### config.mk
export PLATFORM = sky130hd
export DESIGN_NAME = erpt_lane
export DESIGN_NICKNAME = d
export VERILOG_FILES = /design/src/hw/rtl/euler_rotate_point_transform_core_macros.svh /design/src/hw/rtl/erpt_pkg.sv /design/src/hw/rtl/erpt_lane.sv
export SDC_FILE = /design/constraint.sdc
export NUM_CORES = 2
export LEC_CHECK = 0
export BUFFER_PORTS_ARGS = -buffer_cell sky130_fd_sc_hd__buf_2
export CAP_MARGIN = 25
export CORE_MARGIN = 4
export CORE_UTILIZATION = 60
export CTS_CLUSTER_SIZE = 30
export DETAILED_ROUTE_END_ITERATION = 8
export HOLD_SLACK_MARGIN = 0.02
export PLACE_DENSITY = 0.75
export RECOVER_POWER = 25
export SYNTH_ARGS = -nofsm -noshare
export SYNTH_HDL_FRONTEND = slang
export SYNTH_SLANG_ARGS = --single-unit
### constraint.sdc
create_clock -name clk_i -period 0.8 [get_ports clk_i]
set_input_delay 0.08 -clock clk_i [delete_from_list [all_inputs] [get_ports clk_i]]
set_output_delay 0.08 -clock clk_i [all_outputs]
set_load 0.02 [all_outputs]
### src/hw/rtl/euler_rotate_point_transform_core_macros.svh
// Assertion macros for the Euler rotation point transform core.
// Used by files that carry concurrent checks; no other dependencies.
`ifndef EULER_ROTATE_POINT_TRANSFORM_CORE_MACROS_SVH
`define EULER_ROTATE_POINT_TRANSFORM_CORE_MACROS_SVH
`ifndef SYNTHESIS
`define ERPT_ASSERT(lbl, clk, rst_n, prop) \
  lbl: assert property (@(posedge clk) disable iff (!rst_n) prop) \
    else $error("erpt check failed");
`define ERPT_ASSERT_NEVER(lbl, clk, rst_n, expr) \
  lbl: assert property (@(posedge clk) disable iff (!rst_n) !(expr)) \
    else $error("erpt forbidden condition");
`else
`define ERPT_ASSERT(lbl, clk, rst_n, prop)
`define ERPT_ASSERT_NEVER(lbl, clk, rst_n, expr)
`endif
`endif

### src/hw/rtl/erpt_pkg.sv
`timescale 1ns / 1ps
// Shared types, codes and constant tables for the Euler rotation transform core.
// No dependencies.
package erpt_pkg;

  localparam int CORDIC_W = 35;
  localparam int CORDIC_STEPS = 30;
  localparam logic signed [CORDIC_W-1:0] HALF_PI_Q30 = 35'sh06487ED51;
  localparam logic signed [CORDIC_W-1:0] PI_Q30 = 35'sh0C90FDAA2;
  localparam logic signed [33:0] INV_GAIN_Q30 = 34'sh026DD3B6A;
  localparam logic signed [31:0] ONE_Q16 = 32'sh00010000;

  typedef enum logic [1:0] {
    ACT_LOAD   = 2'd0,
    ACT_ROTATE = 2'd1,
    ACT_POINT  = 2'd2
  } action_e;

  typedef enum logic [1:0] {
    AXIS_Y = 2'd0,
    AXIS_X = 2'd1,
    AXIS_Z = 2'd2
  } axis_e;

  typedef enum logic [2:0] {
    ST_IDLE,
    ST_SC_START,
    ST_SC_WAIT,
    ST_ISSUE,
    ST_DRAIN,
    ST_COMMIT,
    ST_OUT
  } state_e;

  typedef struct packed {
    logic       valid;
    logic       last;
    logic       pt;
    logic [1:0] tag;
  } op_t;

  function automatic logic [31:0] atan_q30(input logic [4:0] i);
    logic [31:0] v;
    case (i)
      5'd0:  v = 32'h3243F6A8;
      5'd1:  v = 32'h1DAC6705;
      5'd2:  v = 32'h0FADBAFC;
      5'd3:  v = 32'h07F56EA6;
      5'd4:  v = 32'h03FEAB76;
      5'd5:  v = 32'h01FFD55B;
      5'd6:  v = 32'h00FFFAAA;
      5'd7:  v = 32'h007FFF55;
      5'd8:  v = 32'h003FFFEA;
      5'd9:  v = 32'h001FFFFD;
      5'd10: v = 32'h000FFFFF;
      5'd11: v = 32'h0007FFFF;
      5'd12: v = 32'h0003FFFF;
      5'd13: v = 32'h0001FFFF;
      5'd14: v = 32'h0000FFFF;
      5'd15: v = 32'h00007FFF;
      5'd16: v = 32'h00003FFF;
      5'd17: v = 32'h00001FFF;
      5'd18: v = 32'h00000FFF;
      5'd19: v = 32'h000007FF;
      5'd20: v = 32'h000003FF;
      5'd21: v = 32'h000001FF;
      5'd22: v = 32'h000000FF;
      5'd23: v = 32'h0000007F;
      5'd24: v = 32'h0000003F;
      5'd25: v = 32'h0000001F;
      5'd26: v = 32'h0000000F;
      5'd27: v = 32'h00000008;
      5'd28: v = 32'h00000004;
      5'd29: v = 32'h00000002;
      default: v = 32'h0;
    endcase
    return v;
  endfunction

  function automatic logic signed [31:0] rot_coef(
    input axis_e ax, input logic [1:0] k, input logic [1:0] j,
    input logic signed [31:0] c, input logic signed [31:0] s,
    input logic signed [31:0] one);
    logic signed [31:0] v;
    v = '0;
    case (ax)
      AXIS_X: begin
        case ({k, j})
          4'b0000: v = one;
          4'b0101: v = c;
          4'b0110: v = s;
          4'b1001: v = -s;
          4'b1010: v = c;
          4'b1111: v = one;
          default: v = '0;
        endcase
      end
      AXIS_Y: begin
        case ({k, j})
          4'b0000: v = c;
          4'b0010: v = -s;
          4'b0101: v = one;
          4'b1000: v = s;
          4'b1010: v = c;
          4'b1111: v = one;
          default: v = '0;
        endcase
      end
      AXIS_Z: begin
        case ({k, j})
          4'b0000: v = c;
          4'b0001: v = s;
          4'b0100: v = -s;
          4'b0101: v = c;
          4'b1010: v = one;
          4'b1111: v = one;
          default: v = '0;
        endcase
      end
      default: v = '0;
    endcase
    return v;
  endfunction

endpackage

### src/hw/rtl/erpt_lane.sv
`timescale 1ns / 1ps
// One multiply lane: registers the full product of two signed words.
// Depends on erpt_pkg.
module erpt_lane (
  input  logic                clk_i,
  input  logic                rst_ni,
  input  erpt_pkg::op_t       op_i,
  input  logic signed [31:0]  a_i,
  input  logic signed [31:0]  b_i,
  output erpt_pkg::op_t       op_o,
  output logic signed [63:0]  prod_o
);
  import erpt_pkg::*;

  op_t                op_q;
  logic signed [63:0] prod_q;

  always_ff @(posedge clk_i or negedge rst_ni) begin
    if (!rst_ni) begin
      op_q <= '0;
    end else begin
      op_q <= op_i;
    end
  end

  always_ff @(posedge clk_i) begin
    if (op_i.valid) begin
      prod_q <= a_i * b_i;
    end
  end

  assign op_o   = op_q;
  assign prod_o = prod_q;

endmodule

======== Yosys cells after proc, flatten, opt, wreduce, memory -nomap -nowiden ========
Cells that the tools add are included.
word-level totals
  bits in registers ....................... 69
  input port bits ......................... 71
  output and inout bits ................... 69
  word-level logic and storage cells ...... 6
operators by class
  multipliers ............................. 1
operator list
  cell                                            number
  32-bit by 32-bit multiplier with 64-bit output  1

======== Depth between registers and ports, before layout ========
  depth in word-level cells ............... 1
  mapped depth ............................ 28
  gate-level depth less buffers ........... 27

======== Worst setup path before layout ========
Ideal clock, no wire load.
  path kind ............................... in2reg
  start ................................... input b_i[2]
  end ..................................... register prod_q[62], in the netlist prod_o[62] (data pin)
  setup time .............................. 0.269 ns
  arrival time ............................ 7.208 ns
  data required time ...................... 0.531 ns
  slack ................................... -6.677 ns
  stages .................................. 24
  path buffers ............................ 1
  cells stage by stage .................... clkbuf_1 -> nand2_1 -> inv_1 -> fa_1 -> fa_1 -> fa_1 -> fa_1 -> inv_1 -> fa_1 -> inv_1 -> fa_1 -> inv_1 -> fa_1 -> inv_1 -> fa_1 -> ha_1 -> and3_1 -> nand2_1 -> or3_1 -> o22a_1 -> o211ai_1 -> a31oi_1 -> o31ai_1 -> xor2_1
on the way
  word-level cells in the longest chain between the ends .. 1
ends and longest elaborated chain
  item                                            line             RTL
  from (decl)                                     erpt_lane.sv:9   input logic signed [31:0] b_i,
  32-bit by 32-bit multiplier with 64-bit output  erpt_lane.sv:28  prod_q <= a_i * b_i;
  to (signal assigned)                            erpt_lane.sv:28
  to (decl)                                       erpt_lane.sv:16  logic signed [63:0] prod_q;
Every way passes these cells.
A chain may end at the register's enable or synchronous reset.

======== Worst setup path in the final report ========
  start ................................... input a_i[19]
  end ..................................... register prod_q[62], in the netlist prod_o[62] (data pin)
on the way
  word-level cells in the longest chain between the ends .. 1
ends and longest elaborated chain
  item                                            line             RTL
  from (decl)                                     erpt_lane.sv:8   input logic signed [31:0] a_i,
  32-bit by 32-bit multiplier with 64-bit output  erpt_lane.sv:28
Every way passes these cells.

==> flow_metrics.env <==
export IMPL_ff_latch_area_sq_mm=0.002047
export IMPL_critPathRequiredTime_ps=900
export IMPL_htree_levels=3
export IMPL_outcome="finished with violations"
export IMPL_wl_per_cell_um=23.39
export IMPL_placed_area_sq_mm=0.04424
export IMPL_clockBufferDepth=2
export IMPL_ys_async_sr_fraction=0.07246
export IMPL_core_area_sq_mm=0.06285
export IMPL_synth_top_area_cell="fa_1"
export IMPL_ys_seq_elements=69
export IMPL_ys_warn_count=0
export IMPL_fillers=3519
export IMPL_netlist_area_sq_mm=0.03801
export IMPL_ios=140
export IMPL_maxSlewViolCount=0
export IMPL_drc=0
export IMPL_rows=92
export IMPL_timing_slew_headroom=0.6939
export IMPL_drive_above_1_share=0.2995
export IMPL_die_h_um=259.7
export IMPL_dp_cells=5173
export IMPL_startpoint="a_i[19]"
export IMPL_vias_per_cell=5.700
export IMPL_crit_fanout=9
export IMPL_vias=30610
export IMPL_clk_pin_slew_ps=70
export IMPL_fin_crit_ps=7090
export IMPL_cts_buffers=9
export IMPL_synth_cell_types=64
export IMPL_portBuffers=139
export IMPL_rsz0062_at_grt="true"
export IMPL_wirelength_mm=125.6
export IMPL_final_common_cell="fa_1"
export IMPL_critPathCaptureType="register"
export IMPL_worstHoldPathType="in -> async"
export IMPL_drt_first_pass_iters=7
export IMPL_die_area_sq_mm=0.06744
export IMPL_grt_pass1_wl_mm=182.7
export IMPL_crit_arrival_ps=7190
export IMPL_syn_num_nets=5226
export IMPL_synth_top_area_frac=0.5699
export IMPL_fin_area_sq_mm=0.04981
export IMPL_root_buffer="clkbuf_16"
export IMPL_syn_avg_cell_area_sq_um=9.773
export IMPL_multi_input_area_sq_mm=0.03457
export IMPL_ys_seq_area_frac=0.05386
export IMPL_routabilityCongestion=0.9359
export IMPL_syn2layout_area_growth_pct=31.06
export IMPL_hold_violations=0
export IMPL_fmax_mhz=141.0
export IMPL_worst_slew_pin_slew_ps=459.2
export IMPL_fin_cells=5369
export IMPL_drv_cap=0
export IMPL_overflow=0
export IMPL_synth_cells=3889
export IMPL_gr_usage_all_layers=0.3534
export IMPL_setup_viol=133
export IMPL_period_share=8.862
export IMPL_synth_edf_count=64
export IMPL_grt_max_degree=38
export IMPL_path_class="in -> reg"
export IMPL_setup_slack_ps=-6290
export IMPL_antenna_left=0
export IMPL_dpl_hpwl_mm=91.11
export IMPL_synth_ff_type="edfxtp_1"
export IMPL_initial_core_util=0.6047
export IMPL_antenna_found_initial=2
export IMPL_finish_utilization=0.7925
export IMPL_fin_nets=5850
export IMPL_violations="negative setup slack"
export IMPL_start_kind="input port"
export IMPL_cts_tree="yes"
export IMPL_drtIter0Drc=2287
export IMPL_mostFrequentLayoutCells="fa_1, inv_1, buf_4"
export IMPL_grt_pass1_vias=34250
export IMPL_synth_area_leaders="fa_1, inv_1, and2_1"
export IMPL_cts_sinks=69
export IMPL_die_width_um=259.7
==> final timing paths <==
| check | end | slack (ps) | cells past startpoint |
|---|---|---|---|
| min in group clk_i | op_o[4]$_DFF_PN0_ | 270 | 2 |
| min | op_o[1]$_DFF_PN0_ | 140 | 2 |
| max | prod_o[62]$_DFFE_PP_ | -6290 | 27 |
| max in group asynchronous | op_o[4]$_DFF_PN0_ | 420 | 2 |
==> kinds of logic after synthesis <==
family | synth area share
simple gates | 0.1506
buf+inv | 0.1139
flops | 0.05386
fa+ha+maj | 0.6305
compound gates | 0.03394
xor+xnor | 0.01728
==> sequential cells by signal, indices dropped and copies added, names as in the netlist <==
signal,count
prod_o,64
op_o,5
==> cells in the mapped netlist (22+ instances only) <==
library cell,n
edfxtp_1,64
o21ai_0,28
ha_1,184
a21o_1,23
nor2_1,42
nand2_1,511
clkbuf_1,195
and2_1,516
xor2_1,22
fa_1,1082
a21oi_1,68
inv_1,952
xnor2_1,53
==> worst max-delay path, cell delays in order <==
cell and delay (ps):
buf_8 130, buf_6 140, buf_8 140, buf_4 130, and2_1 170, fa_1 470, inv_1 40, fa_1 470
inv_1 50, fa_1 480, fa_2 620, fa_2 490, fa_2 560, fa_1 460, fa_1 590, ha_4 230
a21oi_2 210, o21bai_4 110, a2111oi_4 400, o22a_1 200, o211ai_1 100, buf_4 190, buf_4 140, buf_6 120
a31oi_4 220, o31ai_4 80, xor2_1 150
==> area by class of cell <==
cell class	instances	share of cell area
multi-input combinational	2668	0.6941
timing repair buffer	813	0.1646
inverter	952	0.07186
sequential	69	0.04109
tap	846	0.02125
clock buffer	10	0.004597
clock inverter	6	0.002261
antenna	5	0.0002512
==> per-stage QoR <==
stage | setup TNS [ps] | hold WS, ps | setup slack [ps]
4_1_cts | -322750 | 58.31 | -6065
3_3_place_gp | -349380 | -105.3 | -6734
6_report | -337240 | 143.2 | -6290
5_1_grt | -344870 | 157.7 | -6395
2_1_floorplan | -300200 | -215.6 | -6400
3_5_place_dp | -355800 | -100.2 | -6905
==> layer usage <==
metal	part of all wire	up-vias	track usage
met4	0.10	0	0.2316
met3	0.077	789	0.05502
met5	0	-	0
li1	-	12390	-
met1	0.32	15540	0.4024
met2	0.50	1884	0.6200
==> repair_timing <==
action	in CTS	in global routing
cloned	7	6
hold endpoints to repair	9	0
buffers inserted	97	79
gates resized for setup	559	369
hold buffers	5	0
pin swaps	253	203
setup endpoints to repair	133	132
Power is not shown: default switching activity piles up to over one toggle a cycle in this logic, so the estimate is an artifact.
