[src/hw/rtl/euler_rotate_point_transform_core_macros.svh]
// Assertion macros for the Euler rotation point transform core.
// Used by files that carry concurrent checks; no other dependencies.
`ifndef EULER_ROTATE_POINT_TRANSFORM_CORE_MACROS_SVH
`define EULER_ROTATE_POINT_TRANSFORM_CORE_MACROS_SVH
`ifndef SYNTHESIS
`define ERPT_ASSERT(lbl, clk, rst_n, prop) \
  lbl: assert property (@(posedge clk) disable iff (!rst_n) prop) \
    else $error("erpt check failed");
`define ERPT_ASSERT_NEVER(lbl, clk, rst_n, expr) \
  lbl: assert property (@(posedge clk) disable iff (!rst_n) !(expr)) \
    else $error("erpt forbidden condition");
`else
`define ERPT_ASSERT(lbl, clk, rst_n, prop)
`define ERPT_ASSERT_NEVER(lbl, clk, rst_n, expr)
`endif
`endif

[src/hw/rtl/erpt_pkg.sv]
`timescale 1ns / 1ps
// Shared types, codes and constant tables for the Euler rotation transform core.
// No dependencies.
package erpt_pkg;

  localparam int CORDIC_W = 35;
  localparam int CORDIC_STEPS = 30;
  localparam logic signed [CORDIC_W-1:0] HALF_PI_Q30 = 35'sh06487ED51;
  localparam logic signed [CORDIC_W-1:0] PI_Q30 = 35'sh0C90FDAA2;
  localparam logic signed [33:0] INV_GAIN_Q30 = 34'sh026DD3B6A;
  localparam logic signed [31:0] ONE_Q16 = 32'sh00010000;

  typedef enum logic [1:0] {
    ACT_LOAD   = 2'd0,
    ACT_ROTATE = 2'd1,
    ACT_POINT  = 2'd2
  } action_e;

  typedef enum logic [1:0] {
    AXIS_Y = 2'd0,
    AXIS_X = 2'd1,
    AXIS_Z = 2'd2
  } axis_e;

  typedef enum logic [2:0] {
    ST_IDLE,
    ST_SC_START,
    ST_SC_WAIT,
    ST_ISSUE,
    ST_DRAIN,
    ST_COMMIT,
    ST_OUT
  } state_e;

  typedef struct packed {
    logic       valid;
    logic       last;
    logic       pt;
    logic [1:0] tag;
  } op_t;

  function automatic logic [31:0] atan_q30(input logic [4:0] i);
    logic [31:0] v;
    case (i)
      5'd0:  v = 32'h3243F6A8;
      5'd1:  v = 32'h1DAC6705;
      5'd2:  v = 32'h0FADBAFC;
      5'd3:  v = 32'h07F56EA6;
      5'd4:  v = 32'h03FEAB76;
      5'd5:  v = 32'h01FFD55B;
      5'd6:  v = 32'h00FFFAAA;
      5'd7:  v = 32'h007FFF55;
      5'd8:  v = 32'h003FFFEA;
      5'd9:  v = 32'h001FFFFD;
      5'd10: v = 32'h000FFFFF;
      5'd11: v = 32'h0007FFFF;
      5'd12: v = 32'h0003FFFF;
      5'd13: v = 32'h0001FFFF;
      5'd14: v = 32'h0000FFFF;
      5'd15: v = 32'h00007FFF;
      5'd16: v = 32'h00003FFF;
      5'd17: v = 32'h00001FFF;
      5'd18: v = 32'h00000FFF;
      5'd19: v = 32'h000007FF;
      5'd20: v = 32'h000003FF;
      5'd21: v = 32'h000001FF;
      5'd22: v = 32'h000000FF;
      5'd23: v = 32'h0000007F;
      5'd24: v = 32'h0000003F;
      5'd25: v = 32'h0000001F;
      5'd26: v = 32'h0000000F;
      5'd27: v = 32'h00000008;
      5'd28: v = 32'h00000004;
      5'd29: v = 32'h00000002;
      default: v = 32'h0;
    endcase
    return v;
  endfunction

  function automatic logic signed [31:0] rot_coef(
    input axis_e ax, input logic [1:0] k, input logic [1:0] j,
    input logic signed [31:0] c, input logic signed [31:0] s,
    input logic signed [31:0] one);
    logic signed [31:0] v;
    v = '0;
    case (ax)
      AXIS_X: begin
        case ({k, j})
          4'b0000: v = one;
          4'b0101: v = c;
          4'b0110: v = s;
          4'b1001: v = -s;
          4'b1010: v = c;
          4'b1111: v = one;
          default: v = '0;
        endcase
      end
      AXIS_Y: begin
        case ({k, j})
          4'b0000: v = c;
          4'b0010: v = -s;
          4'b0101: v = one;
          4'b1000: v = s;
          4'b1010: v = c;
          4'b1111: v = one;
          default: v = '0;
        endcase
      end
      AXIS_Z: begin
        case ({k, j})
          4'b0000: v = c;
          4'b0001: v = s;
          4'b0100: v = -s;
          4'b0101: v = c;
          4'b1010: v = one;
          4'b1111: v = one;
          default: v = '0;
        endcase
      end
      default: v = '0;
    endcase
    return v;
  endfunction

endpackage

[src/hw/rtl/erpt_cordic.sv]
`timescale 1ns / 1ps
// Iterative CORDIC sine/cosine unit, one rotation step per cycle.
// Depends on erpt_pkg.
module erpt_cordic #(
  parameter int ANGLE_WIDTH = 16,
  parameter int COEF_WIDTH  = 32
) (
  input  logic                          clk_i,
  input  logic                          rst_ni,
  input  logic                          start_i,
  input  logic signed [ANGLE_WIDTH-1:0] angle_i,
  output logic                          done_o,
  output logic signed [31:0]            cos_o,
  output logic signed [31:0]            sin_o
);
  import erpt_pkg::*;

  localparam int COEF_FRAC = (COEF_WIDTH - 2 < 30) ? COEF_WIDTH - 2 : 30;
  localparam int SH = 30 - COEF_FRAC;
  localparam int ZSH = 33 - ANGLE_WIDTH;
  localparam logic signed [33:0] RND = 34'sd1 <<< SH >>> 1;

  logic                       busy_q, fin_q, done_q, flip_q;
  logic [4:0]                 step_q;
  logic signed [33:0]         x_q, y_q;
  logic signed [CORDIC_W-1:0] z_q, z0, ang;
  logic signed [31:0]         cos_q, sin_q;
  logic signed [33:0]         xf, yf, xr, yr;
  logic signed [CORDIC_W-1:0] atn;

  always_comb begin
    ang = CORDIC_W'(angle_i) <<< ZSH;
    z0  = ang;
    if (ang > HALF_PI_Q30) begin
      z0 = ang - PI_Q30;
    end else if (ang < -HALF_PI_Q30) begin
      z0 = ang + PI_Q30;
    end
    atn = CORDIC_W'(signed'({1'b0, atan_q30(step_q)}));
    xf  = flip_q ? -x_q : x_q;
    yf  = flip_q ? -y_q : y_q;
    xr  = (xf + RND) >>> SH;
    yr  = (yf + RND) >>> SH;
  end

  always_ff @(posedge clk_i or negedge rst_ni) begin
    if (!rst_ni) begin
      busy_q <= 1'b0;
      fin_q  <= 1'b0;
      done_q <= 1'b0;
      step_q <= '0;
    end else begin
      done_q <= fin_q;
      fin_q  <= 1'b0;
      if (start_i && !busy_q) begin
        busy_q <= 1'b1;
        step_q <= '0;
      end else if (busy_q) begin
        step_q <= step_q + 5'd1;
        if (step_q == 5'(CORDIC_STEPS - 1)) begin
          busy_q <= 1'b0;
          fin_q  <= 1'b1;
        end
      end
    end
  end

  always_ff @(posedge clk_i) begin
    if (start_i && !busy_q) begin
      x_q    <= INV_GAIN_Q30;
      y_q    <= '0;
      z_q    <= z0;
      flip_q <= (ang > HALF_PI_Q30) || (ang < -HALF_PI_Q30);
    end else if (busy_q) begin
      if (!z_q[CORDIC_W-1]) begin
        x_q <= x_q - (y_q >>> step_q);
        y_q <= y_q + (x_q >>> step_q);
        z_q <= z_q - atn;
      end else begin
        x_q <= x_q + (y_q >>> step_q);
        y_q <= y_q - (x_q >>> step_q);
        z_q <= z_q + atn;
      end
    end
    if (fin_q) begin
      cos_q <= 32'(xr);
      sin_q <= 32'(yr);
    end
  end

  assign done_o = done_q;
  assign cos_o  = cos_q;
  assign sin_o  = sin_q;

endmodule

[config.mk]
export PLATFORM = sky130hd
export DESIGN_NAME = erpt_cordic
export DESIGN_NICKNAME = d
export VERILOG_FILES = /design/src/hw/rtl/euler_rotate_point_transform_core_macros.svh /design/src/hw/rtl/erpt_pkg.sv /design/src/hw/rtl/erpt_cordic.sv
export SDC_FILE = /design/constraint.sdc
export NUM_CORES = 1
export LEC_CHECK = 0
export ABC_CLOCK_PERIOD_IN_PS = 7400
export BUFFER_PORTS_ARGS = -buffer_cell sky130_fd_sc_hd__buf_2
export CAP_MARGIN = 40
export CORE_ASPECT_RATIO = 2
export CORE_UTILIZATION = 35
export CTS_BUF_LIST = sky130_fd_sc_hd__clkbuf_4 sky130_fd_sc_hd__clkbuf_8
export DETAILED_ROUTE_END_ITERATION = 8
export PLACE_DENSITY = 0.57
export SLEW_MARGIN = 20
export SYNTH_ARGS = -nofsm -noshare
export SYNTH_HDL_FRONTEND = slang
export SYNTH_SLANG_ARGS = --single-unit
[constraint.sdc]
create_clock -name clk_i -period 7.4 [get_ports clk_i]
set_clock_uncertainty 0.15 [all_clocks]
set_input_delay 0.74 -clock clk_i [delete_from_list [all_inputs] [get_ports clk_i]]
set_output_delay 0.74 -clock clk_i [all_outputs]
set_load 0.005 [all_outputs]
# After elaboration in Yosys (flattened, before gate mapping)
# Memory sizes are Yosys's and may differ from the RTL's.
# Index checks and enable logic that the tools add are counted.
dict set report totals {
  reg_bits 176
  rom_bits 960
  elab_cells 48
  mem_count 1
}
dict set report classes {
  add_sub_neg 11
  magnitude_cmp 2
  n_eq_ne 1
  shift 2
  mux 17
  reduce_logical 4
}
# name depth width read_ports rd_ports_with_merged_regs wr line_no
set memory_table {}
lappend memory_table {{(no name shown)} 32 30 1 0 0 erpt_pkg.sv:44} ;# case (i)
# cell count
set ops {}
lappend ops {{$mux W35} 5}
lappend ops {{$add A34 B34 Y34} 2}
lappend ops {{$mux W34} 2}
lappend ops {{$sshr A34 B5 Y34} 2}
lappend ops {{$sub A34 B34 Y34} 2}
lappend ops {{$mux W32} 2}
lappend ops {{$neg A32 Y32} 2}
lappend ops {{$add A35 B33 Y35} 1}
lappend ops {{$sub A35 B33 Y35} 1}
lappend ops {{$add A33 B33 Y34 const B} 1}
lappend ops {{$sub A33 B33 Y34 const B} 1}
lappend ops {{$gt A33 B32 Y1 const B} 1}
lappend ops {{$lt A33 B32 Y1 const B} 1}
lappend ops {{$mux W5} 2}
lappend ops {{$mux W1} 6}
lappend ops {{$add A5 B1 Y5 const B} 1}
lappend ops {{$eq A5 B5 Y1 const B} 1}
lappend ops {{$reduce_bool A2 Y1} 1}
lappend ops {{$logic_and A1 B1 Y1} 1}
lappend ops {{$logic_not A1 Y1} 1}
lappend ops {{$logic_or A1 B1 Y1} 1}

# Logic depth before layout (Yosys ltp)
# Gate-level depths: netlist (run 1).
# An unclocked memory read counts as a cell.
dict set report depth {
  ltp_word 5
  ltp_mapped 29
  mapped_depth_nobuf 25
}

# Least setup slack after synthesis (run 1)
# No wires, ideal clock.
dict set report synth_timing {
  path_kind {register -> register}
  start {register step_q[2]}
  end {register z_q[34] (data pin)}
  setup_time_ns 0.284
  arrival_ns 5.292
  required_ns 6.966
  setup_slack_ns 1.674
  path_stages_with_launch 26
  path_buffers 5
  path_cell_list {dfrtp_1 -> buf_2 -> inv_1 -> buf_2 -> buf_1 -> clkbuf_1 -> ha_1 -> o21ai_0 -> o21ai_0 -> inv_1 -> ha_1 -> and4_1 -> a31oi_1 -> buf_2 -> xor2_1 -> ha_1 -> and3_1 -> and3_1 -> a221oi_1 -> o31ai_1 -> a31oi_1 -> a211oi_1 -> a211o_1 -> o31ai_1 -> xnor2_1 -> o21ai_0}
}
dict set report synth_via {
  elab_chain_len 5
}
# element line_no
set synth_rtl {}
lappend synth_rtl {{start, declared} erpt_cordic.sv:24} ;# logic [4:0] step_q;
lappend synth_rtl {{start signal, assigned} erpt_cordic.sv:59} ;# step_q <= step_q + 5'd1;
lappend synth_rtl {{$mem_v2 Z32 W30 (*)} --}
lappend synth_rtl {{$sub A35 B33 Y35 or $add A35 B33 Y35 (tied branches)} {erpt_cordic.sv:78, erpt_cordic.sv:82}}
lappend synth_rtl {{$mux W35 (*)} erpt_cordic.sv:75} ;# if (!z_q[CORDIC_W-1]) begin
lappend synth_rtl {{$mux W35 (*)} erpt_cordic.sv:74} ;# end else if (busy_q) begin
lappend synth_rtl {{$mux W35 (*)} erpt_cordic.sv:69} ;# if (start_i && !busy_q) begin
lappend synth_rtl {{end signal, assigned} erpt_cordic.sv:72} ;# z_q <= z0;
lappend synth_rtl {{end signal, assigned} erpt_cordic.sv:78} ;# z_q <= z_q - atn;
lappend synth_rtl {{end signal, assigned} erpt_cordic.sv:82} ;# z_q <= z_q + atn;
lappend synth_rtl {{end, declared} erpt_cordic.sv:26} ;# logic signed [CORDIC_W-1:0] z_q, z0, ang;
# Mark *: on every way between the ends. The rest lies on a longest branch, timed or not. The select of a mux whose other input is x is not followed.
# A chain may end at the register's enable or synchronous reset.

# Worst setup path in the final report (run 1)
dict set report layout_timing {
  start {register step_q[1]}
  end {register x_q[33]}
}
dict set report layout_via {
  elab_chain_len 3
}
# element line_no
set layout_rtl {}
lappend layout_rtl {{$sshr A34 B5 Y34 (*)} {erpt_cordic.sv:76, erpt_cordic.sv:80}}
lappend layout_rtl {{$sub A34 B34 Y34 or $add A34 B34 Y34 (tied branches)} {erpt_cordic.sv:76, erpt_cordic.sv:80}}
lappend layout_rtl {{$mux W34 (*)} erpt_cordic.sv:75}
lappend layout_rtl {{end signal, assigned} erpt_cordic.sv:76} ;# x_q <= x_q - (y_q >>> step_q);
lappend layout_rtl {{end signal, assigned} erpt_cordic.sv:80} ;# x_q <= x_q + (y_q >>> step_q);
lappend layout_rtl {{end, declared} erpt_cordic.sv:25} ;# logic signed [33:0] x_q, y_q;
# Mark *: on every way between the ends. The rest lies on a longest branch, timed or not.

==> results of run 1 <==
==> logic make-up after synthesis <==
group | count (synthesis) | synth area share, %
buf+inv | 230 | 5.08
compound gates | 710 | 23.3
mux | 172 | 14.3
xor+xnor | 237 | 10.6
flops | 176 | 23.3
simple gates | 632 | 15.5
fa+ha+maj | 122 | 7.90
==> cell usage in the layout (no fill, tap or decap), types with 64 or more instances in the layout <==
| cell | n |
|---|---|
| mux4_2 | 84 |
| dfxtp_1 | 68 |
| a21oi_1 | 193 |
| edfxtp_1 | 100 |
| xnor2_1 | 163 |
| ha_1 | 119 |
| mux2i_1 | 64 |
| nor2_1 | 164 |
| o21ai_0 | 169 |
| nand2_1 | 228 |
| xor2_1 | 74 |
| buf_2 | 91 |
==> worst max-delay path by stage <==
stage / end
3_3_place_gp: y_q[33]$_SDFFE_PP0P_
4_1_cts: z_q[34]$_DFFE_PP_
2_1_floorplan: z_q[34]$_DFFE_PP_
6_report: x_q[33]$_SDFFE_PP0P_
3_5_place_dp: z_q[34]$_DFFE_PP_
5_1_grt: x_q[33]$_SDFFE_PP0P_
==> what timing repair did <==
| item | CTS | global route |
|---|---|---|
| setup endpoints to repair | 0 | 0 |
| hold endpoints to repair | 8 | 0 |
| hold buffers | 1 | 0 |
==> final cells by class <==
type / instances / area, um^2
antenna: 1 / 2.50
clock buffer: 21 / 264
clock inverter: 11 / 141
fill: 5746 / 34100
inverter: 56 / 210
multi-input combinational: 1873 / 14100
sequential: 176 / 4580
tap: 744 / 931
timing repair buffer: 156 / 1020
==> sequential cells by signal, summed over array words and instances (netlist names) <==
register and cells:
flip_q 1, busy_q 1, y_q 34, step_q 5, done_o 1, x_q 34, z_q 35, fin_q 1
cos_o 32, sin_o 32
==> routing by layer <==
layer / up-vias / part of all wire (%) / routed length (um) / GRT usage, %
met3: 264 / 4.9 / 3750 / 4.06
met5: - / 0.016 / 12 / 0
met1: 8938 / 34 / 26500 / 27.6
met2: 725 / 52 / 40000 / 49.8
met4: 2 / 8.6 / 6580 / 21.9
li1: 8457 / - / - / -
==> stage by stage <==
step	instance area [um^2]	hold slack [ps]	instances	utilization [%]	setup slack [ps]
2_1_floorplan	19600	294	2279	-	1670
3_3_place_gp	20700	253	2989	37.4	922
3_5_place_dp	20700	245	2996	37.5	902
4_1_cts	21100	262	3029	38.2	873
5_1_grt	21200	278	3038	38.4	265
6_report	21200	261	3038	38.4	754
==> critical path: stages, from the launching register on <==
cell and delay, ps:
dfrtp_4 820, buf_4 370, mux4_2 390, a22oi_1 200
nor2_1 70, nor3_2 650, ha_1 360, o2111ai_1 140
nor3_2 340, a21oi_1 130, xnor2_1 150, ha_1 330
a21oi_1 230, o2111ai_1 130, o311ai_0 520, a21oi_1 210
o2111a_1 290, nor2_1 130, o21a_1 170, o21ai_0 120
a221oi_1 320, xnor2_1 160, o22ai_1 90
==> results.rst, run 1 <==
.. list-table::
   :header-rows: 1

   * - Metric
     - Value
   * - Routability-driven placement congestion ratio
     - 1.02
   * - Yosys warning total
     - 0
   * - Level count of the clock H-tree
     - 4
   * - Startpoint of the lowest-slack hold path
     - fin_q$_DFF_PN0_
   * - Detailed-route vias per instance
     - 6.05
   * - Clock Pin Slew Worst Setup and Hold Paths
     - 110 ps
   * - Critical Path End Type
     - register
   * - Synth top cells by count
     - nand2_1 (228), a21oi_1 (193), o21ai_0 (170)
   * - Fraction of registers with async set or reset after synthesis
     - 4.55%
   * - Startpoint of the lowest-slack register-to-register path
     - step_q[1]$_DFFE_PN0P_
   * - Dominant synthesized flop cell
     - edfxtp_1
   * - Routed WL
     - 76,900 um
   * - Std-Cell Rows
     - 122
   * - Register bit total from synthesis
     - 176
   * - Setup CP Type
     - register to register
   * - Cell depth of the worst hold path
     - 0
   * - Via total after detailed routing
     - 18.4k
   * - Setup violations, final
     - 0
   * - Num Clock Sinks
     - 176
   * - Residual overflow from global routing
     - 0
   * - 1st-pass router iterations
     - 5
   * - Post-CTS setup-driven buffer insertion count
     - 0
   * - Main area contributors after synthesis
     - edfxtp_1 (15%), mux4_2 (9.7%), ha_1 (7.6%)
   * - Global-route total usage across every layer
     - 27.4%
   * - Initial cell density of the core
     - 35.5%
   * - Average wire per standard cell
     - 25.3 um
   * - Synthesis-to-layout area growth
     - 8.18%
   * - Antenna-violating nets left
     - 0
   * - Residual DRC count
     - 0
   * - Number of ports placed on the die boundary
     - 84
   * - Maximum clock frequency
     - 0.150 GHz
   * - Synth cell types
     - 98
   * - Total negative setup slack
     - 0 ps
   * - Max-slew headroom at the worst pin
     - 33.8%
   * - EDFF count, synth
     - 100
   * - NumNets Final
     - 2,421
   * - Clock insertion delay at the later pin of the skew report
     - 580 ps
   * - Number of global-route vias before repair
     - 18.3k
   * - Dominant cell by count in the synthesized netlist
     - nand2_1
   * - Most area-hungry cell type in the Yosys netlist
     - edfxtp_1
   * - Setup repair after global routing missed its margin
     - false
   * - Syn Area/Cell
     - 8.60 um^2
   * - Antenna violations before repair
     - 2
   * - Top-area cell type share of the netlist area
     - 15.3%
   * - Portion of the clock cycle consumed by the worst path in the final layout
     - 89.8%
   * - Count of maximum capacitance violations
     - 0
   * - Root cell of the clock tree
     - clkbuf_8
   * - Netlist area before placement
     - 19,600 um^2
   * - Chip Width
     - 169 um
   * - Worst R2R Path Depth
     - 22
   * - Setup crit start kind
     - register
   * - Share of final-layout standard cells stronger than drive strength 1
     - 15.2%
   * - Final worst path period need
     - 6650 ps
   * - Sequential area share after synthesis
     - 23.3%
   * - Critical-path maximum fanout
     - 37
   * - Type of the worst min-delay path
     - register to register
   * - Synthesized netlist cell count
     - 2,279
   * - Hold Vio Cnt, Final
     - 0
   * - Worst setup path startpoint
     - step_q[1]$_DFFE_PN0P_
   * - Total count of max-transition violations in the final report
     - 0
   * - Maximum number of pins on one net before global-route repair
     - 65
   * - Setup slack on the worst flop-to-flop path
     - 750 ps
   * - Run status
     - complete, no violations
   * - Detail Placement HPWL
     - 57,200 um
   * - Starting DRT DRC Count
     - 1,425
   * - Signal arrival time at the worst endpoint
     - 6930 ps
   * - Number of clock buffers inserted by TritonCTS
     - 17
   * - Resized cells post-CTS
     - 0
   * - Required time of the worst setup path
     - 7680 ps
   * - Worst Hold Path EP
     - done_o$_DFF_PN0_
   * - Transition at the pin with the smallest max-transition slack
     - 983 ps
   * - Critical R2R Capture
     - x_q[33]$_SDFFE_PP0P_
   * - Nets in the synthesized netlist
     - 2,420
   * - Placeable core area
     - 55,300 um^2
   * - Wire length of the first global-routing pass
     - 115,000 um
   * - TritonCTS clock tree
     - done
   * - Vertical die dimension
     - 337 um
   * - Number of buffers on the longest clock path
     - 2
   * - Port Buf Inserts
     - 83
   * - Die area
     - 57,000 um^2
Power of run 1 is left out: the tool's default activity adds up to more than one toggle a clock period on the data nets, which glitch-free logic cannot reach.
==> run 2: changes to the inputs <==
Settings changed: ABC_AREA set to 1, CORE_UTILIZATION 35 to 25, PLACE_DENSITY 0.57 to 0.46, REMOVE_ABC_BUFFERS set to 1.
==> run 2 against run 1 <==
Final cell count grew 37%. Die area rose by 41%. Synthesized cell count increased by 37%. Worst hold slack improved by 110 ps. Via count increased by 13%. Non-clock buffer count shrank 36. Sequential share of layout area shrank 0.48 points. Global-route usage is 7.5 points lower. Setup slack improved by 21 ps. Critical endpoint unchanged. Largest cell class unchanged.
==> results.rst, run 2 <==
.. list-table::
   :header-rows: 1

   * - Metric
     - Value
   * - Hold Vio Cnt, Final
     - 0
   * - Required time of the worst setup path
     - 7770 ps
   * - Signal arrival time at the worst endpoint
     - 7000 ps
   * - Number of hold buffers added after cts
     - 1
   * - Number of clock buffers inserted by TritonCTS
     - 17
   * - Largest register FFs
     - 35
   * - Run status
     - complete, no violations
   * - Initial cell density of the core
     - 25.3%
   * - Global-route total usage across every layer
     - 19.8%
   * - Leading cell types in the layout, fill and taps excluded
     - nand2_1 (842), nand3_1 (328), inv_1 (318), nor2_1 (261), o21ai_0 (197)
   * - Top-area cell type share of the netlist area
     - 15.9%
   * - Number of buffers on the longest clock path
     - 2
   * - Register containing the most flip-flops in the final layout
     - z_q
   * - Vertical die dimension
     - 400 um
   * - Chip Width
     - 201 um
   * - Residual overflow from global routing
     - 0
   * - Multi-input gate area in the final layout
     - 13,400 um^2
   * - Resized cells post-CTS
     - 0
   * - Registers with the most flip-flops
     - z_q x35, x_q x34, y_q x34
   * - Yosys warning total
     - 0
   * - Main area contributors after synthesis
     - nand2_1 (16%), edfxtp_1 (15%), nand3_1 (8.3%)
   * - EDFF count, synth
     - 100
   * - Number of global-route vias before repair
     - 21.2k
   * - Sequential area share after synthesis
     - 23.0%
   * - Register bit total from synthesis
     - 176
   * - Antenna-violating nets left
     - 0
   * - Setup violations, final
     - 0
   * - Synthesis-to-layout area growth
     - 9.14%
   * - Num Clock Sinks
     - 176
   * - Total count of max-transition violations in the final report
     - 0
   * - FF+latch area
     - 4570 um^2
   * - Average wire per standard cell
     - 19.2 um
   * - Maximum number of pins on one net before global-route repair
     - 68
   * - Std-Cell Rows
     - 145
   * - Critical-path maximum fanout
     - 33
   * - Residual DRC count
     - 0
   * - Standard cell with the maximum stage delay on the critical path
     - a31oi_1
   * - Final worst path period need
     - 6620 ps
   * - NumNets Final
     - 3,273
   * - Detail Placement HPWL
     - 64,800 um
   * - TritonCTS clock tree
     - done
   * - Via total after detailed routing
     - 20.7k
   * - Type of the worst min-delay path
     - register to register
   * - Portion of the clock cycle consumed by the worst path in the final layout
     - 89.5%
   * - Level count of the clock H-tree
     - 4
   * - Share of final-layout standard cells stronger than drive strength 1
     - 9.98%
   * - Post-CTS setup-driven buffer insertion count
     - 0
   * - Number of ports placed on the die boundary
     - 84
   * - Dominant synthesized flop cell
     - edfxtp_1
   * - Fraction of registers with async set or reset after synthesis
     - 4.55%
   * - Wire length of the first global-routing pass
     - 121,000 um
   * - Netlist area before placement
     - 19,800 um^2
   * - Root cell of the clock tree
     - clkbuf_8
   * - Largest stage delay on the critical path
     - 560 ps
   * - Total negative setup slack
     - 0 ps
   * - Synth cell types
     - 64
   * - Synth top cells by count
     - nand2_1 (842), nand3_1 (328), inv_1 (319)
   * - Placeable core area
     - 78,400 um^2
   * - Max-slew headroom at the worst pin
     - 45.0%
   * - Transition at the pin with the smallest max-transition slack
     - 814 ps
   * - Routability-driven placement congestion ratio
     - 1.01
   * - Clock Pin Slew Worst Setup and Hold Paths
     - 90 ps
   * - Maximum clock frequency
     - 0.151 GHz
   * - Count of maximum capacitance violations
     - 0
   * - Starting DRT DRC Count
     - 1,026
   * - Dominant cell by count in the synthesized netlist
     - nand2_1
   * - Port Buf Inserts
     - 83
   * - Setup CP Type
     - register to register
   * - Syn Area/Cell
     - 6.37 um^2
   * - Die area
     - 80,600 um^2
   * - Most common cell on crit path
     - nand2_1
   * - Antenna violations before repair
     - 2
   * - Synthesized netlist cell count
     - 3,113
   * - Detailed-route vias per instance
     - 4.96
   * - Routed WL
     - 80,100 um
   * - Most common cell after layout, fill and taps aside
     - nand2_1
   * - FILL cells
     - 9,003
   * - Setup crit start kind
     - register
   * - 1st-pass router iterations
     - 5
   * - Clock insertion delay at the later pin of the skew report
     - 600 ps
   * - Setup repair after global routing missed its margin
     - false
   * - Most area-hungry cell type in the Yosys netlist
     - nand2_1
   * - Critical Path End Type
     - register
==> run 2: per-layer routing <==
layer	up-vias	share of wire, %	global-route usage, %
li1	10372	-	-
met3	222	2.9	2.40
met2	487	55	39.7
met1	9638	34	17.8
met5	-	0.012	0
met4	2	7.7	14.8
==> run 2: layout make-up <==
| type | instances | area share (%) |
|---|---|---|
| inverter | 344 | 5.97 |
| multi-input combinational | 2473 | 61.7 |
| tap | 1029 | 5.95 |
| clock inverter | 14 | 0.809 |
| clock buffer | 18 | 1.14 |
| sequential | 176 | 21.1 |
| antenna | 1 | 0.0116 |
| timing repair buffer | 120 | 3.33 |
==> run 2: logic make-up after synthesis <==
kind of cell	share of synthesized area, %
flip-flops	23.0
AND/OR/NAND/NOR	36.6
XOR/XNOR	7.24
AO/OA/AOI/OAI	15.6
adder cells (fa/ha/maj)	7.81
buffers and inverters	9.73
==> run 2: final timing paths <==
path / start / end / slack, ps / depth (start not counted)
max in group asynchronous: rst_ni / step_q[1]$_DFFE_PN0P_ / 6410 / 2
setup reg to reg: step_q[1]$_DFFE_PN0P_ / x_q[33]$_SDFFE_PP0P_ / 780 / 42
hold / removal: y_q[0]$_SDFFE_PP0P_ / sin_o[0]$_DFFE_PP_ / 370 / 0
setup / recovery: step_q[1]$_DFFE_PN0P_ / x_q[33]$_SDFFE_PP0P_ / 780 / 42
hold reg to reg: y_q[0]$_SDFFE_PP0P_ / sin_o[0]$_DFFE_PP_ / 370 / 0
min in group asynchronous: rst_ni / done_o$_DFF_PN0_ / 450 / 2
==> run 2: metrics by stage <==
step                hold WS [ps]  area [um^2]  utilization (%)  setup WS, ps  cells
floorplan                    281        19200                -           724   2993
global placement             362        21200             27.0           838   4138
detailed placement           364        21200             27.1           849   4140
CTS                          365        21600             27.6           788   4173
global route                 386        21700             27.6           355   4175
finish                       368        21700             27.6           775   4175
==> run 2: worst max-delay path, delay by kind of cell, from the launching register on <==
kind	cells	cell delay, ps
DFF	1	410
buffers and inverters	10	1550
and+or+nand+nor	26	2400
adders and majority gates	2	540
AOI/OAI and AO/OA	4	1520
Power of run 2 is left out for the same reason.
==> run 3: changes to the inputs <==
Settings changed: ABC_CLOCK_PERIOD_IN_PS 7400 to 8000, CELL_PAD_IN_SITES_DETAIL_PLACEMENT set to 1, CELL_PAD_IN_SITES_GLOBAL_PLACEMENT set to 2, PLACE_DENSITY 0.46 to 0.68.
Clock period 7.4 ns to 8 ns, I/O delays scaled along.
==> run 3 against run 2 <==
Wire length grew 11%. Register-to-register slack gained 870 ps. Global-route usage grew 2.1 points. Critical path depth shrank 4. Critical path type unchanged. Largest cell class unchanged.
==> results.rst, run 3 (synthesis gave the netlist of run 2 again) <==
.. list-table::
   :header-rows: 1

   * - Metric
     - Value
   * - Run status
     - complete, no violations
   * - Transition at the pin with the smallest max-transition slack
     - 899 ps
   * - Chip Width
     - 201 um
   * - Global-route total usage across every layer
     - 22.0%
   * - Maximum clock frequency
     - 0.157 GHz
   * - Type of the worst min-delay path
     - register to register
   * - Num Clock Sinks
     - 176
   * - Total count of max-transition violations in the final report
     - 0
   * - Routability-driven placement congestion ratio
     - 0.925
   * - FILL cells
     - 10.1k
   * - Number of global-route vias before repair
     - 22.7k
   * - 1st-pass router iterations
     - 4
   * - Final worst path period need
     - 6350 ps
   * - Residual overflow from global routing
     - 0
   * - Wire length of the first global-routing pass
     - 133,000 um
   * - Antenna-violating nets left
     - 0
   * - Share of final-layout standard cells stronger than drive strength 1
     - 9.99%
   * - Portion of the clock cycle consumed by the worst path in the final layout
     - 79.4%
   * - Die area
     - 80,600 um^2
   * - Level count of the clock H-tree
     - 4
   * - Critical Path End Type
     - register
   * - Most common cell after layout, fill and taps aside
     - nand2_1
   * - Total negative setup slack
     - 0 ps
   * - Largest register FFs
     - 35
   * - Worst-case hold slack
     - 363 ps
   * - Starting DRT DRC Count
     - 709
   * - Setup repair after global routing missed its margin
     - false
   * - Antenna violations before repair
     - 2
   * - TritonCTS clock tree
     - done
   * - Hold Vio Cnt, Final
     - 0
   * - Final std cell area, no fill
     - 21,700 um^2
   * - Residual DRC count
     - 0
   * - Average wire per standard cell
     - 21.2 um
   * - Placeable core area
     - 78,400 um^2
   * - Clock insertion delay at the later pin of the skew report
     - 640 ps
   * - Vertical die dimension
     - 400 um
   * - Largest stage delay on the critical path
     - 660 ps
   * - Number of ports placed on the die boundary
     - 84
   * - Register containing the most flip-flops in the final layout
     - z_q
   * - Via total after detailed routing
     - 20.9k
   * - Count of maximum capacitance violations
     - 0
   * - Area post-placement
     - 21,200 um^2
   * - NumNets Final
     - 3,272
   * - Setup CP Type
     - register to register
   * - Critical-path maximum fanout
     - 65
   * - Setup violations, final
     - 0
   * - Synthesis-to-layout area growth
     - 9.21%
   * - Registers with the most flip-flops
     - z_q x35, x_q x34, y_q x34
   * - Util after Layout
     - 27.6%
   * - Clock Pin Slew Worst Setup and Hold Paths
     - 130 ps
   * - Setup crit start kind
     - register
   * - Standard cell with the maximum stage delay on the critical path
     - buf_4
   * - Signal arrival time at the worst endpoint
     - 6770 ps
   * - Post-CTS setup-driven buffer insertion count
     - 0
   * - Std-Cell Rows
     - 145
   * - Port Buf Inserts
     - 83
   * - Leading cell types in the layout, fill and taps excluded
     - nand2_1 (842), nand3_1 (328), inv_1 (318), nor2_1 (261), o21ai_0 (197)
   * - Number of clock buffers inserted by TritonCTS
     - 17
   * - Detail Placement HPWL
     - 72,500 um
   * - Initial cell density of the core
     - 25.3%
   * - Required time of the worst setup path
     - 8420 ps
   * - Routed WL
     - 88,700 um
   * - Number of buffers on the longest clock path
     - 2
   * - Root cell of the clock tree
     - clkbuf_8
   * - Maximum number of pins on one net before global-route repair
     - 78
   * - Detailed-route vias per instance
     - 5.00
   * - Max-slew headroom at the worst pin
     - 40.1%
[run 3: per-stage QoR]
stage | instances | worst slack [ps]
after detailed placement | 4138 | 1660
final | 4176 | 1650
after floorplan | 2993 | 1320
after global routing | 4176 | 1250
after global placement | 4135 | 1740
after CTS | 4171 | 1590
[run 3: metal layers]
metal	vias up	part of all wire [%]	global-route usage, %	wire [um]
met5	-	0	0	0
met4	0	7.4	15.6	6530
met3	181	1.5	2.16	1380
met2	298	59	46.0	52000
met1	10031	33	18.6	28800
li1	10374	-	-	-
[run 3: critical path: cells and delay by family (launching register included)]
family          cells  cell delay [ps]
flops               1              390
buf+inv             7             1080
fa+ha+maj           2              510
simple gates       25             2800
compound gates      4             1260
[run 3: what timing repair did]
action	4_1_cts	5_1_grt
gates resized for setup	0	0
hold buffers	1	0
endpoints found under the hold margin	8	0
[run 3: final timing paths]
check | end | cells past startpoint | slack (ps) | startpoint
min reg2reg | sin_o[0]$_DFFE_PP_ | 0 | 360 | y_q[0]$_SDFFE_PP0P_
min | sin_o[0]$_DFFE_PP_ | 0 | 360 | y_q[0]$_SDFFE_PP0P_
max in group asynchronous | busy_q$_DFF_PN0_ | 2 | 7050 | rst_ni
max | x_q[33]$_SDFFE_PP0P_ | 38 | 1650 | step_q[1]$_DFFE_PN0P_
min in group asynchronous | step_q[2]$_DFFE_PN0P_ | 2 | 440 | rst_ni
max reg2reg | x_q[33]$_SDFFE_PP0P_ | 38 | 1650 | step_q[1]$_DFFE_PN0P_
[run 3: layout make-up]
type / count / area, um^2 / area share (%)
clock inverter: 15 / 189 / 0.872
multi-input combinational: 2473 / 13400 / 61.6
timing repair buffer: 119 / 727 / 3.36
inverter: 344 / 1290 / 5.97
antenna: 3 / 7.51 / 0.0347
tap: 1029 / 1290 / 5.94
clock buffer: 17 / 234 / 1.08
sequential: 176 / 4570 / 21.1
Power of run 3 is left out for the same reason.
